==> src/hw/rtl/cnop_pkg.sv <==
// cnop_pkg: shared types, constants and fixed-point helpers of the
// Crank-Nicolson option pricer. No dependencies.
`default_nettype none
package cnop_pkg;

  localparam int W    = 48;         // value width
  localparam int FRAC = 24;         // fraction bits
  localparam int PW   = W + FRAC;   // width of a shifted product or quotient
  localparam int MAX_HALF_WIDTH_DEF = 128;

  localparam logic signed [W-1:0] MAXV = {1'b0, {(W-1){1'b1}}};
  localparam logic signed [W-1:0] MINV = {1'b1, {(W-1){1'b0}}};
  localparam logic signed [W-1:0] ONE  = W'(1) << FRAC;

  // configuration register indexes
  localparam logic [2:0] CFG_SPOT   = 3'd0;
  localparam logic [2:0] CFG_STRIKE = 3'd1;
  localparam logic [2:0] CFG_RATIO  = 3'd2;
  localparam logic [2:0] CFG_DISC   = 3'd3;
  localparam logic [2:0] CFG_CL     = 3'd4;
  localparam logic [2:0] CFG_CC     = 3'd5;
  localparam logic [2:0] CFG_CU     = 3'd6;

  typedef enum logic [3:0] {
    OP_MOV, OP_ADD, OP_SUB, OP_NEG, OP_MUL, OP_DIV, OP_PAYOFF, OP_BLO, OP_BHI
  } op_e;

  typedef enum logic [4:0] {
    SRC_ZERO, SRC_ONE, SRC_SPOT, SRC_STRIKE, SRC_RATIO, SRC_DISC, SRC_CL, SRC_CC,
    SRC_CU, SRC_VAL, SRC_FAC, SRC_RHS, SRC_S, SRC_INV, SRC_OPB, SRC_DIAG, SRC_LOW,
    SRC_UPP, SRC_KD, SRC_TOP, SRC_LOB, SRC_HIB, SRC_T0, SRC_T1, SRC_PIV, SRC_FPREV,
    SRC_RPREV, SRC_VNEXT
  } src_e;

  typedef enum logic [4:0] {
    DST_NONE, DST_S, DST_INV, DST_OPB, DST_DIAG, DST_LOW, DST_UPP, DST_KD, DST_TOP,
    DST_LOB, DST_HIB, DST_T0, DST_T1, DST_PIV, DST_FPREV, DST_RPREV, DST_VNEXT,
    DST_OUT
  } dst_e;

  typedef enum logic [1:0] {MEM_NONE, MEM_VAL, MEM_FAC, MEM_RHS} mem_e;

  typedef struct packed {
    logic go;     // start the operation this cycle
    logic clr;    // new item: latch option kind, clear divide flag
    op_e  op;
    src_e src_a;
    src_e src_b;
    dst_e dst;
    mem_e wmem;
  } cmd_t;

  typedef struct packed {
    logic done;   // operation result written
  } dp_sts_t;

  function automatic logic [W-1:0] mag(input logic signed [W-1:0] a);
    mag = a[W-1] ? W'(-a) : W'(a);
  endfunction

  // apply sign to a magnitude and saturate to the value range
  function automatic logic signed [W-1:0] sat_mag(input logic neg, input logic [PW-1:0] p);
    logic [PW-1:0] lim_neg;
    logic [PW-1:0] lim_pos;
    lim_neg = PW'(1) << (W-1);
    lim_pos = lim_neg - PW'(1);
    if (neg) begin
      sat_mag = (p > lim_neg) ? MINV : -$signed(p[W-1:0]);
    end else begin
      sat_mag = (p > lim_pos) ? MAXV : $signed(p[W-1:0]);
    end
  endfunction

  function automatic logic signed [W-1:0] addq(input logic signed [W-1:0] a,
                                               input logic signed [W-1:0] b);
    logic signed [W:0] s;
    s = {a[W-1], a} + {b[W-1], b};
    if (s[W] != s[W-1]) addq = s[W] ? MINV : MAXV;
    else addq = s[W-1:0];
  endfunction

  function automatic logic signed [W-1:0] subq(input logic signed [W-1:0] a,
                                               input logic signed [W-1:0] b);
    logic signed [W:0] s;
    s = {a[W-1], a} - {b[W-1], b};
    if (s[W] != s[W-1]) subq = s[W] ? MINV : MAXV;
    else subq = s[W-1:0];
  endfunction

endpackage
`default_nettype wire

==> src/hw/rtl/cnop_ctrl.sv <==
// cnop_ctrl: sequencer of the pricer; steps grid setup, time steps, sweeps
// and back substitution as datapath operations. Depends on cnop_pkg.
`default_nettype none
module cnop_ctrl #(
  parameter int MAX_HALF_WIDTH = cnop_pkg::MAX_HALF_WIDTH_DEF,
  localparam int AW = $clog2(2 * MAX_HALF_WIDTH + 1)
) (
  input  wire logic              clk_i,
  input  wire logic              rst_ni,
  input  wire logic              start,
  output logic                   busy,
  input  wire logic [11:0]       time_steps_i,
  input  wire logic [7:0]        half_width_i,
  input  wire cnop_pkg::dp_sts_t sts_i,
  output cnop_pkg::cmd_t         cmd_o,
  output logic [AW-1:0]          addr_o,
  output logic                   done_o
);
  localparam int NS = 44;
  localparam int CW = (AW > 8) ? AW : 8;

  typedef enum logic [NS-1:0] {
    S_IDLE = NS'(1) << 0,  S_P0  = NS'(1) << 1,  S_U0  = NS'(1) << 2,
    S_U1   = NS'(1) << 3,  S_TOP = NS'(1) << 4,  S_INV = NS'(1) << 5,
    S_SPOT = NS'(1) << 6,  S_D0  = NS'(1) << 7,  S_D1  = NS'(1) << 8,
    S_OPB  = NS'(1) << 9,  S_DIAG = NS'(1) << 10, S_LOW = NS'(1) << 11,
    S_UPP  = NS'(1) << 12, S_KD0 = NS'(1) << 13, S_K   = NS'(1) << 14,
    S_R0   = NS'(1) << 15, S_R1  = NS'(1) << 16, S_R2  = NS'(1) << 17,
    S_R3   = NS'(1) << 18, S_R4  = NS'(1) << 19, S_BLO = NS'(1) << 20,
    S_BHI  = NS'(1) << 21, S_B2  = NS'(1) << 22, S_B3  = NS'(1) << 23,
    S_B4   = NS'(1) << 24, S_B5  = NS'(1) << 25, S_B6  = NS'(1) << 26,
    S_B7   = NS'(1) << 27, S_F0  = NS'(1) << 28, S_F1  = NS'(1) << 29,
    S_F2   = NS'(1) << 30, S_F3  = NS'(1) << 31, S_F4  = NS'(1) << 32,
    S_F5   = NS'(1) << 33, S_F6  = NS'(1) << 34, S_F7  = NS'(1) << 35,
    S_F8   = NS'(1) << 36, S_BV  = NS'(1) << 37, S_G0  = NS'(1) << 38,
    S_G1   = NS'(1) << 39, S_E0  = NS'(1) << 40, S_E1  = NS'(1) << 41,
    S_FIN  = NS'(1) << 42, S_OUT = NS'(1) << 43
  } state_e;

  typedef enum logic [1:0] {PH_ADDR, PH_GO, PH_WAIT} phase_e;

  state_e state_q, state_d;
  phase_e ph_q, ph_d;
  logic [AW-1:0] j_q, j_d, m_q, m_d, last_q, last_d;
  logic [11:0]   n_q, n_d, step_q, step_d;
  logic [CW-1:0] hw;
  logic          adv, active;

  assign hw     = CW'(half_width_i);
  assign active = (state_q != S_IDLE) && (state_q != S_OUT);
  assign adv    = (ph_q == PH_WAIT) && sts_i.done;

  // operation of each state
  always_comb begin
    cmd_o       = '0;
    cmd_o.op    = cnop_pkg::OP_MOV;
    cmd_o.src_a = cnop_pkg::SRC_ZERO;
    cmd_o.src_b = cnop_pkg::SRC_ZERO;
    cmd_o.dst   = cnop_pkg::DST_NONE;
    cmd_o.wmem  = cnop_pkg::MEM_NONE;
    addr_o      = j_q;
    unique case (state_q)
      S_IDLE: cmd_o.clr = start;
      S_P0: begin
        cmd_o.src_a = cnop_pkg::SRC_SPOT; cmd_o.dst = cnop_pkg::DST_S;
      end
      S_U0, S_D0: begin
        cmd_o.op = cnop_pkg::OP_MUL; cmd_o.src_a = cnop_pkg::SRC_S;
        cmd_o.src_b = (state_q == S_U0) ? cnop_pkg::SRC_RATIO : cnop_pkg::SRC_INV;
        cmd_o.dst = cnop_pkg::DST_S;
      end
      S_U1, S_D1: begin
        cmd_o.op = cnop_pkg::OP_PAYOFF; cmd_o.src_a = cnop_pkg::SRC_S;
        cmd_o.wmem = cnop_pkg::MEM_VAL;
      end
      S_TOP: begin
        cmd_o.src_a = cnop_pkg::SRC_S; cmd_o.dst = cnop_pkg::DST_TOP;
      end
      S_INV: begin
        cmd_o.op = cnop_pkg::OP_DIV; cmd_o.src_a = cnop_pkg::SRC_ONE;
        cmd_o.src_b = cnop_pkg::SRC_RATIO; cmd_o.dst = cnop_pkg::DST_INV;
      end
      S_SPOT: begin
        cmd_o.src_a = cnop_pkg::SRC_SPOT; cmd_o.dst = cnop_pkg::DST_S;
      end
      S_OPB: begin
        cmd_o.op = cnop_pkg::OP_ADD; cmd_o.src_a = cnop_pkg::SRC_ONE;
        cmd_o.src_b = cnop_pkg::SRC_CC; cmd_o.dst = cnop_pkg::DST_OPB;
      end
      S_DIAG: begin
        cmd_o.op = cnop_pkg::OP_SUB; cmd_o.src_a = cnop_pkg::SRC_ONE;
        cmd_o.src_b = cnop_pkg::SRC_CC; cmd_o.dst = cnop_pkg::DST_DIAG;
      end
      S_LOW: begin
        cmd_o.op = cnop_pkg::OP_NEG; cmd_o.src_a = cnop_pkg::SRC_CL;
        cmd_o.dst = cnop_pkg::DST_LOW;
      end
      S_UPP: begin
        cmd_o.op = cnop_pkg::OP_NEG; cmd_o.src_a = cnop_pkg::SRC_CU;
        cmd_o.dst = cnop_pkg::DST_UPP;
      end
      S_KD0: begin
        cmd_o.src_a = cnop_pkg::SRC_STRIKE; cmd_o.dst = cnop_pkg::DST_KD;
      end
      S_K: begin
        cmd_o.op = cnop_pkg::OP_MUL; cmd_o.src_a = cnop_pkg::SRC_KD;
        cmd_o.src_b = cnop_pkg::SRC_DISC; cmd_o.dst = cnop_pkg::DST_KD;
      end
      S_R0: begin
        addr_o = j_q - AW'(1);
        cmd_o.op = cnop_pkg::OP_MUL; cmd_o.src_a = cnop_pkg::SRC_CL;
        cmd_o.src_b = cnop_pkg::SRC_VAL; cmd_o.dst = cnop_pkg::DST_T0;
      end
      S_R1: begin
        cmd_o.op = cnop_pkg::OP_MUL; cmd_o.src_a = cnop_pkg::SRC_OPB;
        cmd_o.src_b = cnop_pkg::SRC_VAL; cmd_o.dst = cnop_pkg::DST_T1;
      end
      S_R2: begin
        cmd_o.op = cnop_pkg::OP_ADD; cmd_o.src_a = cnop_pkg::SRC_T0;
        cmd_o.src_b = cnop_pkg::SRC_T1; cmd_o.dst = cnop_pkg::DST_T0;
      end
      S_R3: begin
        addr_o = j_q + AW'(1);
        cmd_o.op = cnop_pkg::OP_MUL; cmd_o.src_a = cnop_pkg::SRC_CU;
        cmd_o.src_b = cnop_pkg::SRC_VAL; cmd_o.dst = cnop_pkg::DST_T1;
      end
      S_R4: begin
        cmd_o.op = cnop_pkg::OP_ADD; cmd_o.src_a = cnop_pkg::SRC_T0;
        cmd_o.src_b = cnop_pkg::SRC_T1; cmd_o.wmem = cnop_pkg::MEM_RHS;
      end
      S_BLO: begin
        cmd_o.op = cnop_pkg::OP_BLO; cmd_o.src_a = cnop_pkg::SRC_KD;
        cmd_o.dst = cnop_pkg::DST_LOB;
      end
      S_BHI: begin
        cmd_o.op = cnop_pkg::OP_BHI; cmd_o.src_a = cnop_pkg::SRC_TOP;
        cmd_o.src_b = cnop_pkg::SRC_KD; cmd_o.dst = cnop_pkg::DST_HIB;
      end
      S_B2: begin
        cmd_o.op = cnop_pkg::OP_MUL; cmd_o.src_a = cnop_pkg::SRC_LOW;
        cmd_o.src_b = cnop_pkg::SRC_LOB; cmd_o.dst = cnop_pkg::DST_T0;
      end
      S_B3, S_F1: begin
        addr_o = AW'(1);
        cmd_o.src_a = cnop_pkg::SRC_RHS; cmd_o.dst = cnop_pkg::DST_T1;
      end
      S_B4: begin
        addr_o = AW'(1);
        cmd_o.op = cnop_pkg::OP_SUB; cmd_o.src_a = cnop_pkg::SRC_T1;
        cmd_o.src_b = cnop_pkg::SRC_T0; cmd_o.wmem = cnop_pkg::MEM_RHS;
      end
      S_B5: begin
        cmd_o.op = cnop_pkg::OP_MUL; cmd_o.src_a = cnop_pkg::SRC_UPP;
        cmd_o.src_b = cnop_pkg::SRC_HIB; cmd_o.dst = cnop_pkg::DST_T0;
      end
      S_B6: begin
        addr_o = last_q - AW'(1);
        cmd_o.src_a = cnop_pkg::SRC_RHS; cmd_o.dst = cnop_pkg::DST_T1;
      end
      S_B7: begin
        addr_o = last_q - AW'(1);
        cmd_o.op = cnop_pkg::OP_SUB; cmd_o.src_a = cnop_pkg::SRC_T1;
        cmd_o.src_b = cnop_pkg::SRC_T0; cmd_o.wmem = cnop_pkg::MEM_RHS;
      end
      S_F0: begin
        addr_o = AW'(1);
        cmd_o.op = cnop_pkg::OP_DIV; cmd_o.src_a = cnop_pkg::SRC_UPP;
        cmd_o.src_b = cnop_pkg::SRC_DIAG; cmd_o.dst = cnop_pkg::DST_FPREV;
        cmd_o.wmem = cnop_pkg::MEM_FAC;
      end
      S_F2: begin
        addr_o = AW'(1);
        cmd_o.op = cnop_pkg::OP_DIV; cmd_o.src_a = cnop_pkg::SRC_T1;
        cmd_o.src_b = cnop_pkg::SRC_DIAG; cmd_o.dst = cnop_pkg::DST_RPREV;
        cmd_o.wmem = cnop_pkg::MEM_RHS;
      end
      S_F3: begin
        cmd_o.op = cnop_pkg::OP_MUL; cmd_o.src_a = cnop_pkg::SRC_LOW;
        cmd_o.src_b = cnop_pkg::SRC_FPREV; cmd_o.dst = cnop_pkg::DST_T0;
      end
      S_F4: begin
        cmd_o.op = cnop_pkg::OP_SUB; cmd_o.src_a = cnop_pkg::SRC_DIAG;
        cmd_o.src_b = cnop_pkg::SRC_T0; cmd_o.dst = cnop_pkg::DST_PIV;
      end
      S_F5: begin
        cmd_o.op = cnop_pkg::OP_DIV; cmd_o.src_a = cnop_pkg::SRC_UPP;
        cmd_o.src_b = cnop_pkg::SRC_PIV; cmd_o.dst = cnop_pkg::DST_FPREV;
        cmd_o.wmem = cnop_pkg::MEM_FAC;
      end
      S_F6: begin
        cmd_o.op = cnop_pkg::OP_MUL; cmd_o.src_a = cnop_pkg::SRC_LOW;
        cmd_o.src_b = cnop_pkg::SRC_RPREV; cmd_o.dst = cnop_pkg::DST_T0;
      end
      S_F7: begin
        cmd_o.op = cnop_pkg::OP_SUB; cmd_o.src_a = cnop_pkg::SRC_RHS;
        cmd_o.src_b = cnop_pkg::SRC_T0; cmd_o.dst = cnop_pkg::DST_T1;
      end
      S_F8: begin
        cmd_o.op = cnop_pkg::OP_DIV; cmd_o.src_a = cnop_pkg::SRC_T1;
        cmd_o.src_b = cnop_pkg::SRC_PIV; cmd_o.dst = cnop_pkg::DST_RPREV;
        cmd_o.wmem = cnop_pkg::MEM_RHS;
      end
      S_BV: begin
        addr_o = last_q - AW'(1);
        cmd_o.src_a = cnop_pkg::SRC_RHS; cmd_o.dst = cnop_pkg::DST_VNEXT;
        cmd_o.wmem = cnop_pkg::MEM_VAL;
      end
      S_G0: begin
        cmd_o.op = cnop_pkg::OP_MUL; cmd_o.src_a = cnop_pkg::SRC_FAC;
        cmd_o.src_b = cnop_pkg::SRC_VNEXT; cmd_o.dst = cnop_pkg::DST_T0;
      end
      S_G1: begin
        cmd_o.op = cnop_pkg::OP_SUB; cmd_o.src_a = cnop_pkg::SRC_RHS;
        cmd_o.src_b = cnop_pkg::SRC_T0; cmd_o.dst = cnop_pkg::DST_VNEXT;
        cmd_o.wmem = cnop_pkg::MEM_VAL;
      end
      S_E0: begin
        addr_o = '0;
        cmd_o.src_a = cnop_pkg::SRC_LOB; cmd_o.wmem = cnop_pkg::MEM_VAL;
      end
      S_E1: begin
        addr_o = last_q;
        cmd_o.src_a = cnop_pkg::SRC_HIB; cmd_o.wmem = cnop_pkg::MEM_VAL;
      end
      S_FIN: begin
        addr_o = m_q;
        cmd_o.src_a = cnop_pkg::SRC_VAL; cmd_o.dst = cnop_pkg::DST_OUT;
      end
      S_OUT: ;
      default: ;
    endcase
    cmd_o.go = active && (ph_q == PH_GO);
  end

  // sequencing
  always_comb begin
    state_d = state_q;
    ph_d    = ph_q;
    j_d     = j_q;
    m_d     = m_q;
    last_d  = last_q;
    n_d     = n_q;
    step_d  = step_q;
    if (active) begin
      unique case (ph_q)
        PH_ADDR: ph_d = PH_GO;
        PH_GO:   ph_d = PH_WAIT;
        PH_WAIT: if (adv) ph_d = PH_ADDR;
        default: ph_d = PH_ADDR;
      endcase
    end
    unique case (state_q)
      S_IDLE: begin
        if (start) begin
          priority if (hw == '0) m_d = AW'(1);
          else if (hw > CW'(MAX_HALF_WIDTH)) m_d = AW'(MAX_HALF_WIDTH);
          else m_d = AW'(hw);
          last_d  = AW'({m_d, 1'b0});
          j_d     = m_d;
          n_d     = time_steps_i;
          state_d = S_P0;
        end
      end
      S_OUT: state_d = S_IDLE;
      default: begin
        if (adv) begin
          unique case (state_q)
            S_P0:   state_d = S_U1;
            S_U0:   state_d = S_U1;
            S_U1: begin
              if (j_q == last_q) state_d = S_TOP;
              else begin
                j_d = j_q + AW'(1);
                state_d = S_U0;
              end
            end
            S_TOP:  state_d = S_INV;
            S_INV:  state_d = S_SPOT;
            S_SPOT: begin
              j_d = m_q - AW'(1);
              state_d = S_D0;
            end
            S_D0:   state_d = S_D1;
            S_D1: begin
              if (j_q == '0) state_d = S_OPB;
              else begin
                j_d = j_q - AW'(1);
                state_d = S_D0;
              end
            end
            S_OPB:  state_d = S_DIAG;
            S_DIAG: state_d = S_LOW;
            S_LOW:  state_d = S_UPP;
            S_UPP:  state_d = S_KD0;
            S_KD0: begin
              step_d  = '0;
              state_d = (n_q == '0) ? S_FIN : S_K;
            end
            S_K: begin
              j_d = AW'(1);
              state_d = S_R0;
            end
            S_R0: state_d = S_R1;
            S_R1: state_d = S_R2;
            S_R2: state_d = S_R3;
            S_R3: state_d = S_R4;
            S_R4: begin
              if (j_q == last_q - AW'(1)) state_d = S_BLO;
              else begin
                j_d = j_q + AW'(1);
                state_d = S_R0;
              end
            end
            S_BLO: state_d = S_BHI;
            S_BHI: state_d = S_B2;
            S_B2:  state_d = S_B3;
            S_B3:  state_d = S_B4;
            S_B4:  state_d = S_B5;
            S_B5:  state_d = S_B6;
            S_B6:  state_d = S_B7;
            S_B7:  state_d = S_F0;
            S_F0:  state_d = S_F1;
            S_F1:  state_d = S_F2;
            S_F2: begin
              j_d = AW'(2);
              state_d = (last_q == AW'(2)) ? S_BV : S_F3;
            end
            S_F3: state_d = S_F4;
            S_F4: state_d = S_F5;
            S_F5: state_d = S_F6;
            S_F6: state_d = S_F7;
            S_F7: state_d = S_F8;
            S_F8: begin
              if (j_q == last_q - AW'(1)) state_d = S_BV;
              else begin
                j_d = j_q + AW'(1);
                state_d = S_F3;
              end
            end
            S_BV: begin
              j_d = last_q - AW'(2);
              state_d = (last_q == AW'(2)) ? S_E0 : S_G0;
            end
            S_G0: state_d = S_G1;
            S_G1: begin
              if (j_q == AW'(1)) state_d = S_E0;
              else begin
                j_d = j_q - AW'(1);
                state_d = S_G0;
              end
            end
            S_E0: state_d = S_E1;
            S_E1: begin
              if (step_q == n_q - 12'd1) state_d = S_FIN;
              else begin
                step_d  = step_q + 12'd1;
                state_d = S_K;
              end
            end
            S_FIN: state_d = S_OUT;
            default: state_d = S_IDLE;
          endcase
        end
      end
    endcase
  end

  always_ff @(posedge clk_i or negedge rst_ni) begin
    if (!rst_ni) begin
      state_q <= S_IDLE;
      ph_q    <= PH_ADDR;
      j_q     <= '0;
      m_q     <= '0;
      last_q  <= '0;
      n_q     <= '0;
      step_q  <= '0;
    end else begin
      state_q <= state_d;
      ph_q    <= ph_d;
      j_q     <= j_d;
      m_q     <= m_d;
      last_q  <= last_d;
      n_q     <= n_d;
      step_q  <= step_d;
    end
  end

  assign busy   = state_q != S_IDLE;
  assign done_o = state_q == S_OUT;

  done_single_a: assert property (@(posedge clk_i) disable iff (!rst_ni)
    done_o |=> !done_o && !busy)
    else $error("result strobe longer than one cycle");
  accept_busy_a: assert property (@(posedge clk_i) disable iff (!rst_ni)
    (start && !busy) |=> busy)
    else $error("accepted item did not raise busy");
  done_in_wait_a: assert property (@(posedge clk_i) disable iff (!rst_ni)
    sts_i.done |-> (ph_q == PH_WAIT))
    else $error("datapath completion outside wait phase");
  go_once_a: assert property (@(posedge clk_i) disable iff (!rst_ni)
    cmd_o.go |=> !cmd_o.go)
    else $error("operation issued twice");
endmodule
`default_nettype wire

==> config.mk <==
export PLATFORM = sky130hd
export DESIGN_NAME = cnop_ctrl
export DESIGN_NICKNAME = d
export VERILOG_FILES = /design/src/hw/rtl/cnop_pkg.sv /design/src/hw/rtl/cnop_ctrl.sv
export SDC_FILE = /design/constraint.sdc
export NUM_CORES = 1
export LEC_CHECK = 0
export ABC_AREA = 1
export BUFFER_PORTS_ARGS = -buffer_cell sky130_fd_sc_hd__buf_2
export CAP_MARGIN = 25
export CORE_ASPECT_RATIO = 0.75
export CORE_UTILIZATION = 30
export DETAILED_ROUTE_END_ITERATION = 6
export GPL_ROUTABILITY_DRIVEN = 1
export PLACE_DENSITY_LB_ADDON = 0.3
export REMOVE_ABC_BUFFERS = 1
export SLEW_MARGIN = 10
export SYNTH_ARGS = -nofsm -noshare
export SYNTH_HDL_FRONTEND = slang
export SYNTH_SLANG_ARGS = --single-unit
==> constraint.sdc <==
create_clock -name clk_i -period 4 [get_ports clk_i]
set_input_delay 0.4 -clock clk_i [delete_from_list [all_inputs] [get_ports clk_i]]
set_output_delay 0.4 -clock clk_i [all_outputs]
set_load 0.01 [all_outputs]
==> impl_metrics.py, run 1 <==
metrics = {
    "detailed_routing": {
        "drc": 0,
        "dr.pass1.iters": 6,
        "ant_nets": 0,
        "avgViaCountPerCell": 5.13,
        "drt_first_iter_violations": 852,
        "drt_wl_total_um": 28500,
        "wire_per_inst_um": 17.2,
        "vias": 8491,
    },
    "global_routing": {
        "use_met2_pct": 29.6,
        "top_usage_layer": "met1",
        "antenna_found_initial": 0,
        "grt_usage_pct": 21.3,
        "grt_use_met3_pct": 4.17,
        "grt_pass1_wl_um": 44600,
        "grt_overflow_total": 0,
        "grt_pass1_vias": 7665,
        "grt_max_degree": 61,
        "met1_usage_pct": 32.2,
    },
    "die": {
        "initial_core_util_pct": 31.0,
        "io-pin-count": 58,
        "num_rows": 51,
        "die_h_um": 145,
        "coreArea_um2": 26300,
        "die_area_um2": 27800,
        "die_x_um": 192,
    },
    "job": {
        "maxCapViolations": 0,
    },
    "timing": {
        "fin_setup_tns_ps": 0,
        "fin_hold_ws_ps": 131,
        "slew_headroom_pct": 44.1,
        "hold_viol_final": 0,
        "worst_pin_slew_ps": 839,
        "maxSlewViolCount": 0,
        "finalWorstSetupSlack_ps": 547,
        "period_share_pct": 86.3,
        "finalCriticalPeriod_ps": 3450,
        "max_freq_mhz": 290,
        "fin_skew_ps": 12.1,
        "rsz0062_at_grt": "false",
        "setup_viol": 0,
    },
    "final_layout": {
        "layout-drive-gt1-share_pct": 13.2,
        "fin_nets": 1337,
        "nFillCells": 2912,
        "area.sequential_um2": 2180,
        "multi_input_area_um2": 5140,
        "syn2layout_area_growth_pct": 9.89,
        "fin_area_um2": 8950,
        "finalNonFillerCells": 1655,
        "diodes": 0,
        "postLayoutCoreUtil_pct": 34.1,
    },
    "yosys": {
        "yosys.area.top_type": "dfrtp_1",
        "synth_cells": 1271,
        "postSynth.asyncResetShare_pct": 100,
        "ys_warn_count": 0,
        "synth_edf_count": 0,
        "synth.avg_cell_area_um2": 6.41,
        "synthTopCellsByCount": "323 x nand2_1, 162 x nor2_1, 142 x inv_1",
        "synth_top_area_share_pct": 26.4,
        "synth.distinct_cells": 50,
        "synth-seq-cells": 87,
        "synth.area.top_cells": "dfrtp_1 26%, nand2_1 15%, nand3_1 8.3%",
        "synthFlopType": "dfrtp_1",
        "synth_most_common_cell": "nand2_1",
        "syn-cell-area_um2": 8150,
        "ys_seq_area_share_pct": 26.7,
    },
    "cts": {
        "ctsHoldBuffers": 0,
        "ctsResizeCount": 0,
        "cts.sink_count": 87,
        "postCtsSetupBuffers": 0,
        "cts.clk_slew.worst_paths_ps": 70,
        "numCtsBuffers": 9,
        "cts_tree": "yes",
        "cts_max_level": 3,
        "cts-root-buf": "clkbuf_16",
        "clockBufferDepth": 2,
        "insertion_delay_ps": 370,
    },
    "placed_design": {
        "placed_cells": 1639,
        "place.gp.congestion": 1.01,
        "dp_hpwl_um": 22900,
        "pre_cts_ws_ps": 993,
        "portBuffers": 57,
        "placed_cell_area_um2": 8680,
    },
    "pwr": {
        "clockPowerShare_pct": 16.5,
        "p_switching_mw": 2.68,
        "leakage_nw": 4.67,
        "power_density_nw_per_um2": 557,
        "peakVddDrop_uv": 274,
        "combPwrFrac_pct": 57.9,
        "intPower_mw": 2.31,
        "power_mw": 4.98,
        "seqPwrFrac_pct": 25.5,
        "netSwitchingFraction_pct": 53.7,
    },
    "worst_setup_path": {
        "critPathRequiredTime_ps": 3600,
        "crit_type": "reg -> out",
        "cp.arrival_ps": 3050,
        "reg2reg_depth": 11,
        "crit_fanout": 21,
        "crit_path_end_kind": "output pin",
        "start_kind": "flop",
    },
    "worst_hold_path": {
        "hold_path_class": "in -> async",
    },
    "run_status": {
        "outcome": "finished clean",
    },
}
## worst paths after layout
kind | start | slack [ps] | to
setup reg to reg | state_q[27] | 1080 | step_q[7]
min in group clk_i | time_steps_i[5] | 230 | n_q[5]
max in group asynchronous | rst_ni | 2950 | state_q[0]
setup / recovery | state_q[27] | 550 | addr_o[8]
hold / removal | rst_ni | 130 | j_q[3]
hold reg to reg | state_q[0] | 490 | state_q[0]
## cells by family after synthesis
kind of cell	synth area share [%]
simple gates	48.1
buf+inv	10.2
compound gates	8.51
flops	26.7
xor+xnor	5.22
fa+ha+maj	1.08
mux	0.138
## layout make-up
type | instances | area share (%)
clock buffers | 11 | 2.71
flip-flops and latches | 87 | 24.3
inverters | 158 | 6.69
clock inverters | 5 | 0.377
repair buffers | 62 | 3.63
multi-input cells | 988 | 57.4
well taps | 344 | 4.81
## layout by cell type (no fill, tap or decap), drive strengths merged
| master | n |
|---|---|
| nand3 | 139 |
| a21oi | 11 |
| clkbuf | 11 |
| dfstp | 1 |
| nand2 | 357 |
| nor4b | 1 |
| xnor2 | 11 |
| o21a | 4 |
| o22ai | 10 |
| o211ai | 6 |
| buf | 62 |
| clkinv | 4 |
| dfrtp | 86 |
| clkinvlp | 2 |
| and3 | 4 |
| o31ai | 3 |
| and2 | 2 |
| o32ai | 1 |
| ha | 7 |
| mux2 | 1 |
| nor3b | 4 |
| nand3b | 6 |
| xor2 | 35 |
| o21ai | 88 |
| nor4 | 6 |
| inv | 157 |
| nand4 | 54 |
| a211oi | 1 |
| xnor3 | 1 |
| nor3 | 46 |
| nor2 | 190 |
## power groups by stage
stage	logic (mW)	registers (mW)	clock network, mW
after floorplan	2.00	1.20	0
after global placement	2.86	1.28	0
after detailed placement	2.84	1.28	0
after CTS	2.86	1.27	0.849
after global routing	3.17	1.29	0.879
final	2.89	1.27	0.823
## per-layer routing
layer / routed length (µm) / vias up
met2: 11400 / 312
met4: 709 / 0
met1: 14200 / 3917
met5: 0 / -
met3: 2170 / 47
li1: - / 4215
## critical path, cell delays in order (launching register included)
cell,delay [ps]
dfrtp_1,420
nor2_1,170
nand2_2,110
nor2_4,190
nand2_4,140
nor2_4,410
nand2_2,260
nand2_2,150
nor3b_4,70
nand3_2,220
nand3_1,120
o21ai_1,200
inv_1,70
buf_2,140
## sequential cells by signal, indices dropped and copies added, names as in the netlist
signal,flops
state_q,44
step_q,12
last_q,8
ph_q,2
j_q,9
n_q,12
(Power assumes the default switching activity.)
==> run 2, diff against run 1 <==
--- a/config.mk
+++ b/config.mk
@@ -6,12 +6,13 @@
 export NUM_CORES = 1
 export LEC_CHECK = 0
 export ABC_AREA = 1
-export BUFFER_PORTS_ARGS = -buffer_cell sky130_fd_sc_hd__buf_2
+export BUFFER_PORTS_ARGS = -buffer_cell sky130_fd_sc_hd__buf_4
 export CAP_MARGIN = 25
 export CORE_ASPECT_RATIO = 0.75
 export CORE_UTILIZATION = 30
 export DETAILED_ROUTE_END_ITERATION = 6
 export GPL_ROUTABILITY_DRIVEN = 1
+export GPL_TIMING_DRIVEN = 0
 export PLACE_DENSITY_LB_ADDON = 0.3
 export REMOVE_ABC_BUFFERS = 1
 export SLEW_MARGIN = 10
==> run 2 against run 1 <==
Effect of this change:
- global-route usage shrank 0.76 points
- critical path depth is 2 higher
- utilization increased by 0.61 points
- largest power group unchanged
- highest routed layer unchanged
- critical path type is now reg -> reg
==> impl_metrics.py, run 2 (synthesis gave the netlist of run 1 again) <==
metrics = {
    "cts": {
        "postCtsSetupBuffers": 0,
        "insertion_delay_ps": 360,
        "cts_max_level": 3,
        "cts_tree": "yes",
        "cts.sink_count": 87,
        "ctsResizeCount": 0,
        "numCtsBuffers": 9,
        "clockBufferDepth": 2,
        "cts.clk_slew.worst_paths_ps": 70,
        "cts-root-buf": "clkbuf_16",
        "ctsHoldBuffers": 0,
    },
    "timing": {
        "finalCriticalPeriod_ps": 3630,
        "maxSlewViolCount": 0,
        "period_share_pct": 90.8,
        "hold_viol_final": 0,
        "setup_viol": 0,
        "worst_pin_slew_ps": 873,
        "max_freq_mhz": 275,
        "slew_headroom_pct": 41.6,
        "fin_setup_tns_ps": 0,
        "fin_hold_ws_ps": 22.9,
        "rsz0062_at_grt": "false",
        "finalWorstSetupSlack_ps": 369,
        "fin_skew_ps": 11.2,
    },
    "final_layout": {
        "largest_registers": "state_q x44, n_q x12, step_q x12",
        "largest_reg_flops": 44,
        "diodes": 0,
        "layout-drive-gt1-share_pct": 12.9,
        "postLayoutCoreUtil_pct": 34.7,
        "nFillCells": 2879,
        "fin_area_um2": 9110,
        "syn2layout_area_growth_pct": 11.9,
        "layout_commonest_cell": "nand2_1",
        "regMostFlops": "state_q",
        "final_cell_mix": "323 x nand2_1, 161 x nor2_1, 142 x inv_1",
        "fin_nets": 1334,
    },
    "die": {
        "die_x_um": 192,
        "num_rows": 51,
        "die_h_um": 145,
        "initial_core_util_pct": 31.0,
        "io-pin-count": 58,
        "coreArea_um2": 26300,
        "die_area_um2": 27800,
    },
    "worst_setup_path": {
        "start_kind": "flop",
        "critPathMaxStageDelay_ps": 680,
        "crit_path_end_kind": "flop",
        "crit_slowest_cell": "nor2_4",
        "cp_top_family": "simple AND/OR/NAND/NOR gates",
        "crit_buf_inv": 4,
        "cp.arrival_ps": 3920,
        "crit_type": "reg -> reg",
        "crit_fanout": 62,
        "worstPathCellList": "nor2_2 > nand2_4 > inv_2 > nand2_1 > nor2_4 > nand2_2 > nor2_4 > inv_2 > nand2_2 > inv_2 > nand2_2 > nand2_4 > inv_4 > nand3_1 > o21ai_1",
        "critPathRequiredTime_ps": 4290,
    },
    "detailed_routing": {
        "ant_nets": 0,
        "dr.pass1.iters": 5,
        "avgViaCountPerCell": 5.14,
        "vias": 8490,
        "drt_wl_total_um": 27600,
        "drt_first_iter_violations": 827,
        "wire_per_inst_um": 16.7,
        "drc": 0,
    },
    "placed_design": {
        "placed_cell_area_um2": 8820,
        "pre_cts_ws_ps": 441,
        "place.gp.congestion": 0.942,
        "dp_hpwl_um": 21700,
        "portBuffers": 57,
    },
    "global_routing": {
        "grt_pass1_wl_um": 43400,
        "use_met2_pct": 29.2,
        "top_usage_layer": "met1",
        "grt_overflow_total": 0,
        "grt_pass1_vias": 7702,
        "grt_usage_pct": 20.5,
        "grt_use_met3_pct": 4.39,
        "antenna_found_initial": 0,
        "grt_max_degree": 63,
        "met1_usage_pct": 30.8,
    },
    "job": {
        "maxCapViolations": 0,
    },
    "worst_hold_path": {
        "hold_path_class": "in -> async",
    },
    "pwr": {
        "power_density_nw_per_um2": 566,
        "peakVddDrop_uv": 418,
        "leakage_nw": 4.69,
    },
    "run_status": {
        "outcome": "finished clean",
    },
}
==> run 2: cell types whose count changed in the layout (fill, tap and decap cells not counted), sizes merged <==
cell,previous run,this run
buf,62,59
bufinv,0,1
clkinv,4,3
==> run 2: power breakdown <==
group	internal, mW	switching, mW
Clock	0.485	0.380
Sequential	1.04	0.244
Combinational	0.913	2.09
==> run 2: worst paths after layout <==
check                           slack [ps]         end  cells past startpoint            start
worst min-delay path                    20   last_q[8]                      1           rst_ni
max in group asynchronous             3280  state_q[0]                      2           rst_ni
worst max register to register         370  state_q[3]                     15      state_q[39]
worst max-delay path                   370  state_q[3]                     15      state_q[39]
worst min register to register         490  state_q[0]                      2       state_q[0]
min in group clk_i                     230      n_q[6]                      3  time_steps_i[6]
==> run 2: cell type report <==
cell class | instances | area, µm² | area share [%]
repair buffers | 59 | 470 | 5.16
flip-flops and latches | 87 | 2180 | 23.9
inverters | 158 | 599 | 6.58
clock buffers | 11 | 233 | 2.55
clock inverters | 5 | 58.8 | 0.645
well taps | 344 | 430 | 4.72
multi-input cells | 988 | 5140 | 56.4
==> run 2: routing by layer <==
layer | share of wire (%) | vias up | wire length (µm)
met5 | 0 | - | 0
met4 | 1.6 | 0 | 434
met3 | 7.3 | 23 | 2030
met2 | 42 | 279 | 11500
met1 | 49 | 3987 | 13600
li1 | - | 4201 | -
==> run 2: stage by stage <==
step,power (mW),std cells
3_5_place_dp,4.30,1636
3_3_place_gp,4.32,1634
4_1_cts,5.22,1652
2_1_floorplan,3.20,1233
6_report,5.16,1652
5_1_grt,5.45,1652
==> run 3, diff against run 2 <==
==> constraint.sdc (replaced) <==
create_clock -name clk_i -period 4 [get_ports clk_i]
set_input_delay 0.8 -clock clk_i [delete_from_list [all_inputs] [get_ports clk_i]]
set_output_delay 0.8 -clock clk_i [all_outputs]
set_load 0.01 [all_outputs]
==> run 3 against run 2 <==
Effect of this change:
- cell count increased by 0.12%
- clock power about the same
- wire length increased by 0.63%
- power increased by 0.38%
- non-clock buffer count unchanged
- die area unchanged
- flip-flop and latch count unchanged
- clock skew increased by 1.4 ps
- via count increased by 0.21%
- sequential power about the same
- critical path depth decreased by 4
- sequential share of layout area decreased by 0.065 points
==> impl_metrics.py, run 3 (synthesis gave the netlist of run 1 again) <==
metrics = {
    "timing": {
        "finalCriticalPeriod_ps": 3930,
        "slew_headroom_pct": 42.6,
        "period_share_pct": 98.2,
        "setup_viol": 0,
        "fin_skew_ps": 12.6,
        "worst_pin_slew_ps": 859,
        "rsz0062_at_grt": "false",
        "hold_viol_final": 0,
        "finalWorstSetupSlack_ps": 71.8,
        "fin_setup_tns_ps": 0,
        "maxSlewViolCount": 0,
        "max_freq_mhz": 255,
    },
    "worst_setup_path": {
        "reg2reg_slack_ps": 390,
        "critPathMaxStageDelay_ps": 550,
        "crit_slowest_cell": "dfstp_2",
        "worstPathCellList": "nor2_1 > nand2_2 > nor2_8 > nand2_8 > nor2_8 > nand2_2 > nand2_1 > nor3b_4 > nand3_4 > o211ai_1 > buf_4",
        "crit_path_end_kind": "output pin",
        "cp_top_family": "simple AND/OR/NAND/NOR gates",
        "crit_type": "reg -> out",
        "crit_fanout": 13,
        "start_kind": "flop",
        "cp.arrival_ps": 3130,
        "crit_buf_inv": 1,
        "critPathRequiredTime_ps": 3200,
    },
    "placed_design": {
        "dp_hpwl_um": 21700,
        "place.gp.congestion": 0.942,
        "pre_cts_ws_ps": 404,
        "portBuffers": 57,
    },
    "final_layout": {
        "postLayoutCoreUtil_pct": 34.8,
        "fin_nets": 1336,
        "diodes": 0,
        "largest_reg_flops": 44,
        "regMostFlops": "state_q",
        "final_cell_mix": "323 x nand2_1, 161 x nor2_1, 142 x inv_1",
        "layout-drive-gt1-share_pct": 13.1,
        "layout_commonest_cell": "nand2_1",
        "largest_registers": "state_q x44, n_q x12, step_q x12",
        "syn2layout_area_growth_pct": 12.2,
    },
    "detailed_routing": {
        "dr.max_layer_used": "met4",
        "ant_nets": 0,
        "drt_wl_total_um": 27800,
        "dr.pass1.iters": 5,
        "wl_met2_um": 11700,
        "avgViaCountPerCell": 5.14,
        "drt_first_iter_violations": 798,
        "drc": 0,
        "vias": 8508,
        "wl_met3_um": 2090,
        "wire_per_inst_um": 16.8,
        "wl_met1_um": 13600,
    },
    "cts": {
        "cts-root-buf": "clkbuf_16",
        "numCtsBuffers": 9,
        "insertion_delay_ps": 360,
        "cts_tree": "yes",
        "cts.sink_count": 87,
        "cts.clk_slew.worst_paths_ps": 60,
        "clockBufferDepth": 2,
        "cts_max_level": 3,
    },
    "die": {
        "die_h_um": 145,
        "initial_core_util_pct": 31.0,
        "die_x_um": 192,
        "die_area_um2": 27800,
        "coreArea_um2": 26300,
        "num_rows": 51,
        "io-pin-count": 58,
    },
    "job": {
        "maxCapViolations": 0,
    },
    "run_status": {
        "outcome": "finished clean",
    },
    "global_routing": {
        "grt_pass1_wl_um": 43400,
        "grt_pass1_vias": 7702,
        "antenna_found_initial": 0,
        "grt_max_degree": 63,
        "grt_usage_pct": 20.5,
        "grt_overflow_total": 0,
    },
    "pwr": {
        "power_density_nw_per_um2": 566,
        "leakage_nw": 4.70,
        "peakVddDrop_uv": 420,
    },
    "worst_hold_path": {
        "hold_path_class": "in -> async",
    },
}
-- run 3: cell type report --
class	count	area, µm²
multi-input combinational	990	5170
sequential	87	2180
clock inverter	5	58.8
timing repair buffer	59	470
clock buffer	11	233
inverter	158	599
fill	2878	17200
tap	344	430
-- run 3: path summary, 6_finish.rpt --
| path | startpoint | end | cells after the start |
|---|---|---|---|
| hold reg to reg | state_q[0] | state_q[0] | 2 |
| min in group clk_i | state_q[0] | state_q[0] | 2 |
| max in group asynchronous | rst_ni | state_q[0] | 2 |
| setup / recovery | state_q[0] | addr_o[0] | 11 |
| setup reg to reg | state_q[39] | state_q[3] | 15 |
| hold / removal | rst_ni | last_q[8] | 1 |
-- run 3: timing repair --
action	4_1_cts	5_1_grt
endpoints found under the setup margin	0	9
hold buffers	0	0
buffers inserted	0	0
gates resized for setup	0	1
-- run 3: metal layers --
layer | global-route usage (%) | vias up
met5 | 0 | -
met4 | 5.30 | 0
met3 | 4.39 | 18
met2 | 29.2 | 293
met1 | 30.8 | 3992
li1 | - | 4205
-- run 3: stage by stage --
step | std cells | area (µm²) | hold WS [ps] | total power [mW]
2_1_floorplan | 1233 | 7920 | 463 | 3.20
3_3_place_gp | 1634 | 8780 | 480 | 4.32
3_5_place_dp | 1636 | 8820 | 481 | 4.30
4_1_cts | 1652 | 9110 | 437 | 5.22
5_1_grt | 1654 | 9140 | 467 | 5.47
6_report | 1654 | 9140 | 427 | 5.17
-- run 3: report_power, final --
part	switching (mW)	leakage [nW]	internal [mW]
combinational	2.11	3.39	0.913
sequential	0.245	1.17	1.04
clock	0.379	0.136	0.485
